File: config.mk
export PLATFORM = sky130hd
export DESIGN_NAME = integer_to_base_digits_unit
export DESIGN_NICKNAME = d
export VERILOG_FILES = /design/src/hdl/itbd_pkg.sv /design/src/hdl/integer_to_base_digits_unit.sv
export SDC_FILE = /design/constraint.sdc
export NUM_CORES = 1
export LEC_CHECK = 0
export ABC_AREA = 1
export BUFFER_PORTS_ARGS = -buffer_cell sky130_fd_sc_hd__clkbuf_2
export CORE_UTILIZATION = 40
export CTS_CLUSTER_DIAMETER = 200
export DETAILED_ROUTE_END_ITERATION = 10
export PLACE_DENSITY_LB_ADDON = 0.2
export SLEW_MARGIN = 20
export SYNTH_ARGS = -nofsm -noshare
export SYNTH_HDL_FRONTEND = slang
export SYNTH_SLANG_ARGS = --single-unit
File: constraint.sdc
create_clock -name clk_i -period 7.53 [get_ports clk_i]
set_input_delay 0.753 -clock clk_i [delete_from_list [all_inputs] [get_ports clk_i]]
set_output_delay 0.753 -clock clk_i [all_outputs]
set_load 0.05 [all_outputs]
File: src/hdl/itbd_pkg.sv
// Shared types and constants for the integer to base digits unit.
`default_nettype none

package itbd_pkg;

  localparam int unsigned ValueWidth   = 32;
  localparam int unsigned BaseWidth    = 6;
  localparam int unsigned SizeWidth    = 7;
  localparam int unsigned CharWidth    = 8;
  localparam int unsigned PosWidth     = 6;
  localparam int unsigned StatusWidth  = 2;

  localparam logic [BaseWidth-1:0] BaseMin = 6'd2;
  localparam logic [BaseWidth-1:0] BaseMax = 6'd36;

  localparam logic [CharWidth-1:0] CharNul   = 8'h00;
  localparam logic [CharWidth-1:0] CharZero  = 8'h30;
  localparam logic [CharWidth-1:0] CharUpA   = 8'h41;
  localparam logic [CharWidth-1:0] CharMinus = 8'h2D;
  localparam logic [BaseWidth-1:0] DigitTen  = 6'd10;

  typedef enum logic [StatusWidth-1:0] {
    ST_OK      = 2'd0,
    ST_NOSIZE  = 2'd1,
    ST_BADBASE = 2'd2
  } status_e;

  typedef struct packed {
    logic [ValueWidth-1:0] value;
    logic [BaseWidth-1:0]  base;
    logic                  is_signed;
    logic [SizeWidth-1:0]  buffer_size;
  } in_t;

  typedef struct packed {
    logic [CharWidth-1:0]   character;
    logic [PosWidth-1:0]    position;
    logic                   last;
    logic [StatusWidth-1:0] status;
  } out_t;

endpackage

`default_nettype wire

File: src/hdl/integer_to_base_digits_unit.sv
// Integer to ASCII text conversion in a radix from 2 to 36, one character per output beat.
//
// Each input beat yields a run of output beats: the terminating NUL at the last
// buffer position, then the digits least significant first at falling positions,
// then a minus sign for a negative signed value if the buffer has room, with last
// set on the final beat. Digits come from a bit-serial restoring divider that
// retires one quotient bit per cycle. Error results take one beat. One item is
// converted at a time; input stall is high until the final beat of the current
// item has been taken.
`default_nettype none

module integer_to_base_digits_unit #(
  parameter int unsigned VALUE_BITS = 32,
  parameter int unsigned MAX_BUFFER = 64
) (
  input  wire                 clk_i,
  input  wire                 rst_ni,
  input  wire                 in_valid_i,
  output logic                in_stall_o,
  input  wire itbd_pkg::in_t  in_data_i,
  output logic                out_valid_o,
  input  wire                 out_stall_i,
  output itbd_pkg::out_t      out_data_o
);
  import itbd_pkg::*;

  localparam int unsigned CntWidth = $clog2(VALUE_BITS);

  typedef enum logic [2:0] {
    S_IDLE = 3'b001,
    S_DIV  = 3'b010,
    S_OUT  = 3'b100
  } state_e;

  state_e                  state_q, state_d;
  out_t                    out_q, out_d;
  logic [VALUE_BITS-1:0]   quot_q, quot_d;
  logic [BaseWidth-1:0]    rem_q, rem_d;
  logic [BaseWidth-1:0]    base_q, base_d;
  logic [CntWidth-1:0]     cnt_q, cnt_d;
  logic [PosWidth-1:0]     pos_q, pos_d;
  logic [PosWidth-1:0]     room_q, room_d;
  logic                    neg_q, neg_d;
  logic                    done_q, done_d;
  logic                    sign_next_q, sign_next_d;

  logic                    in_acc, out_acc;
  logic [SizeWidth-1:0]    size_clamp;
  logic [PosWidth-1:0]     pos_init;
  logic [VALUE_BITS-1:0]   v_in;
  logic                    v_neg;
  logic [BaseWidth:0]      trial;
  logic                    ge;
  logic [BaseWidth-1:0]    rem_step;
  logic [VALUE_BITS-1:0]   quot_step;
  logic [PosWidth-1:0]     room_next;
  logic                    digit_last;
  logic [CharWidth-1:0]    digit_char;

  assign in_stall_o  = (state_q != S_IDLE);
  assign out_valid_o = (state_q == S_OUT);
  assign out_data_o  = out_q;
  assign in_acc      = in_valid_i && !in_stall_o;
  assign out_acc     = out_valid_o && !out_stall_i;

  assign size_clamp = (in_data_i.buffer_size > SizeWidth'(MAX_BUFFER)) ?
                      SizeWidth'(MAX_BUFFER) : in_data_i.buffer_size;
  assign pos_init   = PosWidth'(size_clamp - 7'd1);
  assign v_in       = VALUE_BITS'(in_data_i.value);
  assign v_neg      = in_data_i.is_signed && v_in[VALUE_BITS-1];

  assign trial     = {rem_q, quot_q[VALUE_BITS-1]};
  assign ge        = (trial >= {1'b0, base_q});
  assign rem_step  = ge ? BaseWidth'(trial - {1'b0, base_q}) : trial[BaseWidth-1:0];
  assign quot_step = {quot_q[VALUE_BITS-2:0], ge};
  assign room_next = room_q - 6'd1;
  assign digit_last = (room_next == '0) || ((quot_step == '0) && !neg_q);
  assign digit_char = (rem_step < DigitTen) ? (CharZero + CharWidth'(rem_step)) :
                      (CharUpA + CharWidth'(rem_step - DigitTen));

  always_comb begin
    state_d     = state_q;
    out_d       = out_q;
    quot_d      = quot_q;
    rem_d       = rem_q;
    base_d      = base_q;
    cnt_d       = cnt_q;
    pos_d       = pos_q;
    room_d      = room_q;
    neg_d       = neg_q;
    done_d      = done_q;
    sign_next_d = sign_next_q;
    case (state_q)
      S_IDLE: begin
        if (in_acc) begin
          state_d     = S_OUT;
          sign_next_d = 1'b0;
          out_d.character = CharNul;
          out_d.position  = '0;
          out_d.last      = 1'b1;
          done_d          = 1'b1;
          if (in_data_i.buffer_size == '0) begin
            out_d.status = ST_NOSIZE;
          end else if ((in_data_i.base < BaseMin) || (in_data_i.base > BaseMax)) begin
            out_d.status = ST_BADBASE;
          end else begin
            out_d.status   = ST_OK;
            out_d.position = pos_init;
            out_d.last     = (pos_init == '0);
            done_d         = (pos_init == '0);
            pos_d          = pos_init;
            room_d         = pos_init;
            neg_d          = v_neg;
            quot_d         = v_neg ? (-v_in) : v_in;
            base_d         = in_data_i.base;
          end
        end
      end
      S_DIV: begin
        quot_d = quot_step;
        rem_d  = rem_step;
        cnt_d  = cnt_q - 1'b1;
        if (cnt_q == '0) begin
          state_d         = S_OUT;
          pos_d           = pos_q - 6'd1;
          room_d          = room_next;
          out_d.character = digit_char;
          out_d.position  = pos_q - 6'd1;
          out_d.last      = digit_last;
          out_d.status    = ST_OK;
          done_d          = digit_last;
          sign_next_d     = !digit_last && (quot_step == '0);
        end
      end
      S_OUT: begin
        if (out_acc) begin
          if (done_q) begin
            state_d = S_IDLE;
          end else if (sign_next_q) begin
            pos_d           = pos_q - 6'd1;
            room_d          = room_next;
            out_d.character = CharMinus;
            out_d.position  = pos_q - 6'd1;
            out_d.last      = 1'b1;
            out_d.status    = ST_OK;
            done_d          = 1'b1;
            sign_next_d     = 1'b0;
          end else begin
            state_d = S_DIV;
            rem_d   = '0;
            cnt_d   = CntWidth'(VALUE_BITS - 1);
          end
        end
      end
      default: begin
        state_d = S_IDLE;
      end
    endcase
  end

  always_ff @(posedge clk_i or negedge rst_ni) begin
    if (!rst_ni) begin
      state_q     <= S_IDLE;
      done_q      <= 1'b0;
      sign_next_q <= 1'b0;
    end else begin
      state_q     <= state_d;
      done_q      <= done_d;
      sign_next_q <= sign_next_d;
    end
  end

  always_ff @(posedge clk_i) begin
    out_q  <= out_d;
    quot_q <= quot_d;
    rem_q  <= rem_d;
    base_q <= base_d;
    cnt_q  <= cnt_d;
    pos_q  <= pos_d;
    room_q <= room_d;
    neg_q  <= neg_d;
  end

  // The partial remainder always stays below the divisor.
  a_rem_below_base: assert property (@(posedge clk_i) disable iff (!rst_ni)
    (state_q == S_DIV) && (cnt_q != CntWidth'(VALUE_BITS - 1)) |-> (rem_q < base_q))
    else $error("remainder not below base");

  // An error beat is always the only and final beat of its item.
  a_error_is_last: assert property (@(posedge clk_i) disable iff (!rst_ni)
    out_valid_o && (out_q.status != ST_OK) |-> out_q.last)
    else $error("error beat without last");

  // A beat that is not final leaves room in the buffer for another character.
  a_room_left: assert property (@(posedge clk_i) disable iff (!rst_ni)
    out_valid_o && !out_q.last |-> (room_q != '0))
    else $error("non-final beat with full buffer");

  // The final beat returns the unit to idle once it is taken.
  a_last_to_idle: assert property (@(posedge clk_i) disable iff (!rst_ni)
    out_acc && out_q.last |=> (state_q == S_IDLE))
    else $error("unit busy after final beat");

endmodule

`default_nettype wire

# Word-level counts from Yosys, hierarchy flattened
# Cells that the tools add are included.
[word_totals] inputBits=50 regBits=84 n_memories=0 latchBits=0 ram_bits=0 mem_bits_ro=0 output_inout_bits=19
[op_classes] n_reduce_logical=27 addsub=9 n_lt_le_gt_ge=5 n_eq_ne=13 muxes=58 shifts=0 n_mul=0 n_bitwise=2 div_mod_pow=0
[ops] cell="2-to-1 mux 32 bit" n=4
[ops] cell="2-to-1 mux 6 bit" n=16
[ops] cell="2-to-1 mux 17 bit" n=5
[ops] cell="one-hot mux 32 bit (2 select lines)" n=1
[ops] cell="one-hot mux 17 bit (3 select lines)" n=1
[ops] cell="one-hot mux 6 bit (3 select lines)" n=2
[ops] cell="logical NOT 32 bit" n=1
[ops] cell="negation 32 bit" n=1
[ops] cell="AND reduction 4 bit" n=5
[ops] cell="subtractor 6 x 1 -> 6 bit (second input constant)" n=3
[ops] cell="2-to-1 mux 3 bit" n=5
[ops] cell="2-to-1 mux 5 bit" n=3
[ops] cell="2-to-1 mux 7 bit" n=2
[ops] cell="logical NOT 6 bit" n=2
[ops] cell="inequality test 2 bit (second input constant)" n=6
[ops] cell="one-hot mux 6 bit (2 select lines)" n=1
[ops] cell="2-to-1 mux 1 bit" n=11
[ops] cell="one-hot mux 5 bit (2 select lines)" n=1
[ops] cell="one-hot mux 3 bit (3 select lines)" n=1
[ops] cell="adder 7 x 8 -> 8 bit (first input constant)" n=1
[ops] cell="2-to-1 mux 8 bit" n=1
[ops] cell="AND reduction 8 bit" n=1
[ops] cell="adder 6 x 6 -> 7 bit (first input constant)" n=1
[ops] cell="greater-or-equal comparator 7 x 6 -> 1 bit" n=1
[ops] cell="other kinds (25)" n=38

# Logic depth before layout (Yosys ltp)
# Gate-level depths: netlist (run 1).
[depth] ltp_word=8 ltp_mapped=19

# Least setup slack after synthesis (run 1)
# No wires, ideal clock.
[synth_path] kind="flip-flop to flip-flop" start="register state_q[0]" end="register quot_q[0], enable pin" setup_time_ns=0.432 setup_slack_ns=4.158 period_less_slack_ns=3.372 arrival_ns=2.940 path_stages_with_launch=5 t_required_ns=7.098 cell_sequence="dfstp_2 -> nand3_1 -> inv_1 -> nand2_1 -> a21oi_1"
[synth_via] elab_chain_len=5
[synth_lines] item="from (decl)" line="integer_to_base_digits_unit.sv:35" text="state_e state_q, state_d;"
[synth_lines] item="from (signal assigned)" line="integer_to_base_digits_unit.sv:167" text="state_q <= state_d;"
[synth_lines] item="inequality test 3 x 1 -> 1 bit" line="integer_to_base_digits_unit.sv:60" text="assign in_stall_o = (state_q != S_IDLE);"
[synth_lines] item="via in_stall_o" line="integer_to_base_digits_unit.sv:19" text="output logic in_stall_o,"
[synth_lines] item="logical NOT 1 bit" line="integer_to_base_digits_unit.sv:63" text="assign in_acc = in_valid_i && !in_stall_o;"
[synth_lines] item="logical AND 1 bit" line="integer_to_base_digits_unit.sv:63"
[synth_lines] item="inequality test 2 bit (no line)"
[synth_lines] item="AND reduction 4 bit (no line)"
[synth_lines] item="to (signal assigned)" line="integer_to_base_digits_unit.sv:175" text="quot_q <= quot_d;"
[synth_lines] item="to (decl)" line="integer_to_base_digits_unit.sv:37" text="logic [VALUE_BITS-1:0] quot_q, quot_d;"
# The timed path passes the listed nets, and every way through them passes these cells.
# A chain may end at the register's enable or synchronous reset.

# Worst setup path in the final report (run 1)
[layout_path] start="register state_q[0]" end="register room_q[1], enable pin"
[layout_via] elab_chain_len=5
[layout_lines] item="inequality test 3 x 1 -> 1 bit" line="integer_to_base_digits_unit.sv:60"
[layout_lines] item="logical NOT 1 bit" line="integer_to_base_digits_unit.sv:63"
[layout_lines] item="logical AND 1 bit" line="integer_to_base_digits_unit.sv:63"
[layout_lines] item="inequality test 2 bit (no line)"
[layout_lines] item="AND reduction 8 bit (no line) *"
[layout_lines] item="to (signal assigned)" line="integer_to_base_digits_unit.sv:180" text="room_q <= room_d;"
[layout_lines] item="to (decl)" line="integer_to_base_digits_unit.sv:42" text="logic [PosWidth-1:0] room_q, room_d;"
# Every way passes the cells marked *; elsewhere a longest branch is shown, timed or not.

==> results of run 1 <==
-- power by group through the flow --
stage / registers (mW) / logic, mW / clock network (mW)
2_1_floorplan: 1.03 / 0.740 / 0
3_3_place_gp: 0.873 / 1.15 / 0
3_5_place_dp: 0.880 / 1.17 / 0
4_1_cts: 0.872 / 1.17 / 0.485
5_1_grt: 0.892 / 1.31 / 0.505
6_report: 0.871 / 1.17 / 0.480
-- cell usage after synthesis (4+ instances only) --
master and number:
nand2_1 164, edfxtp_1 79, inv_1 71, nor2_1 60, o21ai_0 50, nand3_1 49
a21oi_1 17, ha_1 17, nor3_1 16, xor2_1 16, xnor2_1 11, clkbuf_1 10
nand2_2 9, nand4_1 9, nor4_1 9, nand3b_1 7, or2_2 6, a31oi_1 4
dfrtp_1 4, inv_2 4
-- layout make-up --
type | count | area [µm²] | area share
Sequential cell | 84 | 2499 | 0.3988
Clock inverter | 6 | 87.58 | 0.01398
Clock buffer | 10 | 229.0 | 0.03655
Multi-Input combinational cell | 476 | 2560 | 0.4086
Tap cell | 176 | 220.2 | 0.03515
Timing Repair Buffer | 72 | 370.4 | 0.05912
Inverter | 79 | 299.0 | 0.04773
-- critical path: stages (launching register included) --
cell     delay (ns)
dfstp_2        0.39
nor3_2         0.70
nor2_1         0.13
nand2_1        0.12
nand3_1        0.10
nor2_1         0.22
o21a_1         0.69
o21a_1         0.57
-- kinds of logic after synthesis --
logic type,synth area share
flip-flops,0.4630
AO/OA/AOI/OAI,0.09181
XOR/XNOR,0.04382
AND/OR/NAND/NOR,0.2931
buffers and inverters,0.06515
adder cells (fa/ha/maj),0.04312
-- per-stage QoR --
step | setup WS [ns] | std cells
global placement | 4.396 | 887
detailed placement | 4.269 | 887
CTS | 4.257 | 903
finish | 4.262 | 903
global route | 3.935 | 903
floorplan | 4.158 | 652
-- sequential cells by signal, summed over array words and instances (netlist names) --
register / count
state_q: 3
pos_q: 6
sign_next_q: 1
done_q: 1
cnt_q: 5
out_data_o: 17
base_q: 6
room_q: 6
neg_q: 1
rem_q: 6
quot_q: 32
-- layout by cell type (no fill, tap or decap), types with 6 or more instances in the layout --
cell type,Yosys,final
a21oi_1,17,16
o21ai_0,50,50
nor2_1,60,60
nor3_1,16,14
inv_1,71,71
nand3_1,49,49
clkbuf_2,0,68
nor4_1,9,9
nand3b_1,7,7
edfxtp_1,79,79
nand2_1,164,164
xnor2_1,11,11
ha_1,17,17
xor2_1,16,16
clkbuf_16,0,9
nand2_2,9,9
nand4_1,9,9
or2_2,6,6
-- metal layers --
layer | wire [µm] | global-route usage | share of wire
met1 | 6001 | 0.2601 | 0.49
met2 | 5585 | 0.3081 | 0.46
met3 | 416 | 0.02703 | 0.034
met4 | 148 | 0.05609 | 0.012
met5 | 0 | 0 | 0
-- how the worst max path moves through the flow --
stage	end	slack, ns
final	room_q[1]	4.26
after global routing	pos_q[3]	3.94
after detailed placement	room_q[1]	4.27
after floorplan	quot_q[0]	4.16
after CTS	pos_q[5]	4.26
after global placement	room_q[3]	4.40
==> impl_metrics.py, run 1 <==
metrics = {
    "outcome": {
        "status": "finished, final reports clean",
    },
    "global_routing": {
        "grt_pass1_vias": 4435,
        "grt_max_degree": 44,
        "grt_pass1_wl_um": 21090,
        "antenna_found_initial": 0,
        "track_usage": 0.1888,
        "grt-ovfl-total": 0,
    },
    "setup_path": {
        "worstSetupPathType": "flop to flop",
        "r2r-start": "state_q[0]",
        "cp_max_fo": 18,
        "rr_worst_depth": 7,
        "critPathArrivalTime_ns": 3.24,
        "crit_required_ns": 7.50,
        "worstReg2RegEnd": "room_q[1]",
        "endpoint_kind": "flop",
        "cp-startpoint": "state_q[0]",
        "r2r_slack_ns": 4.26,
        "cp-start-kind": "flop",
    },
    "timing": {
        "rsz0062_at_grt": "false",
        "worst_pin_slew_ns": 0.9809,
        "tns_ns": 0,
        "period_share": 0.4340,
        "relSlewSlack": 0.3437,
        "final_max_slew_viol_count": 0,
        "setup_viol": 0,
        "skew_ns": 0.003615,
        "hold_ws_ns": 0.2318,
        "hold_viol": 0,
        "clock.fmax_ghz": 0.3060,
        "final.min_clock_period_ns": 3.268,
    },
    "power": {
        "irDropWorstVdd_uv": 147.7,
        "p_switching_mw": 1.110,
        "p_leak_nw": 2.705,
        "fin_total_pwr_mw": 2.516,
        "p_int_mw": 1.406,
        "p_sw_frac": 0.4413,
        "p_seq_frac": 0.346,
        "pwr-share-comb": 0.463,
        "clkPwrFrac": 0.191,
        "power_density_mw_per_mm2": 401.6,
    },
    "floorplanning": {
        "fp.dieW_um": 118.2,
        "ios": 69,
        "core_area_mm2": 0.01319,
        "die_h_um": 118.2,
        "start_util": 0.4091,
        "row_count": 42,
        "die_area_mm2": 0.01396,
    },
    "placed_design": {
        "gp_congestion": 0.8309,
        "post_dp_cell_area_mm2": 0.005943,
        "dp_hpwl_um": 9385,
        "io_buffers": 68,
    },
    "route": {
        "drc_errors": 0,
        "drt-total-wl_um": 12150,
        "vias": 4539,
        "post_drt_via_cell_ratio": 5.027,
        "final_antenna_net_count": 0,
        "avgRoutedWirePerCell_um": 13.46,
        "drt-pass1-iter-count": 5,
        "first_iter_violations": 257,
    },
    "clocking": {
        "cts_tree": "done",
        "worstSkewPairLatency_ns": 0.34,
        "clk_pin_slew_ns": 0.07,
        "htree_levels": 3,
        "ctsResizeCount": 0,
        "numCtsBuffers": 9,
        "cts_setup_buffers": 0,
        "cts_sinks": 84,
        "postCtsHoldBufs": 0,
        "clockRootBuffer": "clkbuf_16",
        "cts_buffer_depth": 2,
    },
    "finish": {
        "syn_to_final_growth_pct": 16.09,
        "n_antenna_cell": 0,
        "final_nets": 790,
        "design_area_mm2": 0.006265,
        "fillCellCount": 1300,
        "final_core_utilization": 0.4750,
        "layout-drive-gt1-share": 0.1733,
    },
    "yosys": {
        "ys_async_sr_fraction": 0.05952,
        "yosysTopAreaCell": "edfxtp_1",
        "ys_ff_latch": 84,
        "synth.net_count": 720,
        "synth.area.top_cells": "edfxtp_1 44%, nand2_1 11%, inv_1 4.9%",
        "ys_seq_area_frac": 0.4630,
        "syn-cell-area_mm2": 0.005396,
        "synth_top_area_frac": 0.4396,
        "ys_types": 45,
        "synth-edff-count": 79,
        "synth_cells": 652,
        "syn_avg_cell_area_um2": 8.277,
        "ys.flop_type": "edfxtp_1",
        "synth_warnings": 0,
    },
    "worst_hold_path": {
        "hp-class": "input port to asynchronous set/reset pin",
    },
    "job": {
        "maxCapViolations": 0,
    },
}
Note: power is estimated with default switching activity, not from simulation.
==> run 2, diff against run 1 <==
clock period = 2.7 ns   (was 7.53 ns; I/O delays follow)
==> run 2 against run 1 <==
Against the previous run:
- clock skew up 0.0056 ns
- setup slack worse by 4.1 ns
- largest cell class unchanged
- sequential share of layout area down 0.83 points
- largest power group unchanged
- critical path depth up 7
- register-to-register slack worse by 4.1 ns
==> impl_metrics.py, run 2 (synthesized netlist as in run 1, its figures left out) <==
metrics = {
    "finish": {
        "syn_to_final_growth_pct": 18.55,
        "mostFrequentLayoutCell": "nand2_1",
        "largest_register": "quot_q",
        "final_nets": 804,
        "layout-drive-gt1-share": 0.2038,
        "n_antenna_cell": 0,
        "layout_common_cells": "163 x nand2_1, 79 x edfxtp_1, 69 x inv_1",
        "fillCellCount": 1285,
        "largest_register_ffs": 32,
        "final_core_utilization": 0.4850,
    },
    "worst_hold_path": {
        "min_from": "in_data_i[8]",
        "hold_end": "base_q[0]",
        "hold_depth": 1,
        "hp-class": "input port to flop",
    },
    "outcome": {
        "status": "finished, final reports clean",
    },
    "route": {
        "drc_errors": 0,
        "post_drt_via_cell_ratio": 5.050,
        "first_iter_violations": 240,
        "vias": 4631,
        "drt-total-wl_um": 12440,
        "drt-pass1-iter-count": 5,
        "avgRoutedWirePerCell_um": 13.57,
        "final_antenna_net_count": 0,
    },
    "floorplanning": {
        "ios": 69,
        "die_area_mm2": 0.01396,
        "fp.dieW_um": 118.2,
        "start_util": 0.4091,
        "die_h_um": 118.2,
        "core_area_mm2": 0.01319,
        "row_count": 42,
    },
    "timing": {
        "relSlewSlack": 0.5602,
        "hold_viol": 0,
        "final.min_clock_period_ns": 2.544,
        "skew_ns": 0.009223,
        "final_max_slew_viol_count": 0,
        "fin_ws_ns": 0.1557,
        "clock.fmax_ghz": 0.3930,
        "setup_viol": 0,
        "period_share": 0.9423,
        "hold_ws_ns": 0.1193,
        "tns_ns": 0,
        "worst_pin_slew_ns": 0.6589,
    },
    "global_routing": {
        "antenna_found_initial": 0,
        "grt-ovfl-total": 0,
        "grt_pass1_vias": 4537,
        "track_usage": 0.1898,
        "grt_max_degree": 40,
        "grt_pass1_wl_um": 20970,
    },
    "setup_path": {
        "path_delay_family": "simple AND/OR/NAND/NOR gates",
        "worstSetupPathType": "flop to flop",
        "cp_slowest_cell": "ha_2",
        "cp-start-kind": "flop",
        "cpMostUsedCell": "nand3_1",
        "rr_worst_depth": 14,
        "worstReg2RegEnd": "out_data_o[15]",
        "r2r_slack_ns": 0.16,
        "cpPeakStageDelay_ns": 0.41,
        "cp_max_fo": 6,
        "critPathArrivalTime_ns": 2.66,
        "critPathBufInv": 2,
        "crit_chain": "ha_2 -> nand3_1 -> nand3_2 -> nand2_2 -> nand2_4 -> nand2_1 -> nand2_2 -> ha_2 -> inv_1 -> nand2_1 -> nor2_1 -> nand3_1 -> nand3_1 -> inv_1",
        "crit_required_ns": 2.81,
        "r2r-start": "rem_q[1]",
        "endpoint_kind": "flop",
    },
    "placed_design": {
        "io_buffers": 68,
        "gp_congestion": 0.8437,
        "post-place-ws_ns": 0.04257,
        "dp_hpwl_um": 9694,
    },
    "clocking": {
        "clockRootBuffer": "clkbuf_16",
        "worstSkewPairLatency_ns": 0.35,
        "cts_buffer_depth": 2,
        "cts_tree": "done",
        "cts_sinks": 84,
        "htree_levels": 3,
        "clk_pin_slew_ns": 0.07,
        "numCtsBuffers": 9,
    },
    "power": {
        "p_leak_nw": 2.752,
        "irDropWorstVdd_uv": 382.8,
        "power_density_mw_per_mm2": 1111,
    },
    "job": {
        "maxCapViolations": 0,
    },
}
-- run 2: layer usage --
metal,global-route usage,wire (µm)
met5,0,0
met4,0.07372,213
met3,0.03716,488
met2,0.3136,5790
met1,0.2447,5950
-- run 2: per-stage QoR --
step | instances | area [µm²] | total power [mW]
2_1_floorplan | 652 | 5409 | 4.931
3_3_place_gp | 900 | 6050 | 5.794
3_5_place_dp | 900 | 6050 | 5.866
4_1_cts | 917 | 6344 | 7.059
5_1_grt | 917 | 6397 | 7.620
6_report | 917 | 6397 | 7.106
-- run 2: what timing repair did --
item / in CTS / in global routing
hold endpoints to repair: 5 / 0
setup endpoints to repair: 0 / 8
setup buffers: 0 / 0
hold buffers: 1 / 0
resized for setup: 0 / 13
-- run 2: cell type report --
class                      instances  area, µm²  area share
clock buffer                       9      225.2     0.03520
multi-input combinational        476       2614      0.4086
inverter                          79      299.0     0.04674
tap                              176      220.2     0.03442
sequential                        84       2499      0.3906
clock inverter                     7      58.81    0.009192
timing repair buffer              86      481.7     0.07530
-- run 2: worst max-delay path by stage --
stage                           from              to  slack [ns]  depth (start not counted)
after floorplan           state_q[0]        pos_q[0]        0.06                          6
after global placement      rem_q[1]  out_data_o[12]        0.12                         16
after detailed placement    rem_q[1]  out_data_o[14]        0.04                         16
after CTS                   rem_q[1]  out_data_o[14]        0.03                         16
after global routing        rem_q[1]  out_data_o[15]      -0.008                         14
final                       rem_q[1]  out_data_o[15]        0.16                         14
-- run 2: power by group --
group / leakage, nW / switching, mW / internal, mW
registers: 0.798 / 0.241 / 2.18
clock network: 0.133 / 0.550 / 0.636
logic: 1.82 / 2.44 / 1.07
-- run 2: worst reg2reg max path, cell delays in order (launching register included) --
cell and delay, ns:
edfxtp_1 0.39, ha_2 0.41, nand3_1 0.15, nand3_2 0.11, nand2_2 0.09, nand2_4 0.10, nand2_1 0.09, nand2_2 0.11
ha_2 0.28, inv_1 0.08, nand2_1 0.10, nor2_1 0.18, nand3_1 0.10, nand3_1 0.08, inv_1 0.04
==> run 3, diff against run 2 <==
CORE_MARGIN = 2   (was default)
==> run 3 against run 2 <==
Against the previous run:
- worst hold slack better by 0.014 ns
- critical path depth did not move
- cell count rose by 0.87%
- non-clock buffer count increased by 8
- clock power about the same
- clock skew about the same
- setup slack better by 0.0073 ns
- via count is 0.89% higher
- count of clock-buffer cells in the layout increased by 2
- global-route usage down 0.30 points
- fmax grew 0.29%
- highest routed layer unchanged
==> impl_metrics.py, run 3 (synthesized netlist as in run 1, its figures left out) <==
metrics = {
    "outcome": {
        "status": "finished, final reports clean",
    },
    "timing": {
        "clock.fmax_ghz": 0.3942,
        "final_max_slew_viol_count": 0,
        "hold_viol": 0,
        "final.min_clock_period_ns": 2.537,
        "rsz0062_at_grt": "true",
        "hold_ws_ns": 0.1332,
        "skew_ns": 0.009682,
        "setup_viol": 0,
        "fin_ws_ns": 0.1630,
        "relSlewSlack": 0.3478,
        "period_share": 0.9396,
        "worst_pin_slew_ns": 0.9748,
    },
    "floorplanning": {
        "die_h_um": 120.2,
        "ios": 69,
        "core_area_mm2": 0.01319,
        "start_util": 0.4091,
        "row_count": 42,
        "die_area_mm2": 0.01444,
        "fp.dieW_um": 120.2,
    },
    "finish": {
        "fillCellCount": 1281,
        "regArea_mm2": 0.002499,
        "largest_register": "quot_q",
        "syn_to_final_growth_pct": 20.94,
        "n_antenna_cell": 0,
        "design_area_mm2": 0.006526,
        "layout_common_cells": "162 x nand2_1, 79 x edfxtp_1, 70 x inv_1",
        "mostFrequentLayoutCell": "nand2_1",
        "largest_register_ffs": 32,
        "layout-drive-gt1-share": 0.2150,
        "multiInputGateArea_mm2": 0.002673,
        "final_nets": 812,
    },
    "setup_path": {
        "cp-start-kind": "flop",
        "crit_required_ns": 2.79,
        "r2r_slack_ns": 0.16,
        "endpoint_kind": "flop",
        "worstSetupPathType": "flop to flop",
        "critPathArrivalTime_ns": 2.63,
        "cp_max_fo": 8,
    },
    "global_routing": {
        "grt-ovfl-total": 0,
        "grt_pass1_wl_um": 21710,
        "grt_max_degree": 39,
        "track_usage": 0.1869,
        "antenna_found_initial": 0,
        "grt_pass1_vias": 4614,
    },
    "clocking": {
        "cts_tree": "done",
        "worstSkewPairLatency_ns": 0.34,
        "htree_levels": 3,
        "clockRootBuffer": "clkbuf_16",
        "numCtsBuffers": 9,
        "cts_sinks": 84,
        "clk_pin_slew_ns": 0.07,
        "cts_buffer_depth": 2,
    },
    "power": {
        "p_leak_nw": 2.817,
        "power_density_mw_per_mm2": 1122,
        "irDropWorstVdd_uv": 444.6,
        "fin_total_pwr_mw": 7.320,
    },
    "placed_design": {
        "gp_congestion": 0.8644,
        "io_buffers": 68,
        "dp_hpwl_um": 9755,
        "post_dp_cell_area_mm2": 0.006042,
        "post-place-ws_ns": -0.00002109,
    },
    "route": {
        "drc_errors": 0,
        "vias": 4672,
        "final_antenna_net_count": 0,
        "first_iter_violations": 288,
        "post_drt_via_cell_ratio": 5.051,
        "drt-total-wl_um": 12700,
        "avgRoutedWirePerCell_um": 13.72,
        "drt-pass1-iter-count": 5,
    },
    "worst_hold_path": {
        "hp-class": "input port to flop",
    },
    "job": {
        "maxCapViolations": 0,
    },
}
run 3: path summary, 6_finish.rpt:
check | start | to | cells past startpoint
min in group asynchronous | rst_ni | done_q | 2
setup / recovery | rem_q[2] | out_data_o[11] | 14
max in group asynchronous | rst_ni | state_q[0] | 2
setup reg to reg | rem_q[2] | out_data_o[11] | 14
hold reg to reg | state_q[0] | state_q[0] | 2
hold / removal | in_data_i[8] | base_q[0] | 1
run 3: area by class of cell:
type,count,share of cell area
inverters,79,0.04582
multi-input cells,476,0.4095
clock buffers,11,0.03566
clock inverters,5,0.008052
repair buffers,94,0.08436
flip-flops and latches,84,0.3829
well taps,176,0.03374
run 3: through the flow:
stage / cells / utilization / TNS (ns)
2_1_floorplan: 652 / - / 0
3_3_place_gp: 899 / 0.4581 / 0
3_5_place_dp: 899 / 0.4581 / -0.00002109
4_1_cts: 916 / 0.4814 / 0
5_1_grt: 925 / 0.4948 / -0.06520
6_report: 925 / 0.4948 / 0
run 3: what timing repair did:
item | in CTS | in global routing
hold buffers | 1 | 0
resized for setup | 1 | 19
endpoints found under the hold margin | 5 | 0
setup endpoints to repair | 2 | 12
pin swaps | 0 | 8
setup buffers | 0 | 9
run 3: power breakdown:
group / switching [mW] / internal (mW)
logic: 2.48 / 1.21
clock network: 0.487 / 0.712
registers: 0.247 / 2.18
run 3: critical path: stages (launching register included):
cell,delay (ns)
edfxtp_1,0.45
ha_4,0.32
nand2_2,0.08
nor3_4,0.20
nand2_4,0.10
nand2_4,0.12
buf_4,0.12
nand3_1,0.10
nand2_2,0.16
ha_2,0.26
nand2_4,0.10
inv_4,0.09
nand2_1,0.06
nand3_1,0.08
nand2_1,0.06
run 3: per-layer routing:
metal  track usage  vias to the layer above  part of all wire
li1              -                     2388                 -
met1        0.2547                     2176              0.48
met2        0.3047                       96              0.46
met3       0.03375                       12             0.042
met4       0.05368                        0             0.013
met5             0                        -                 0
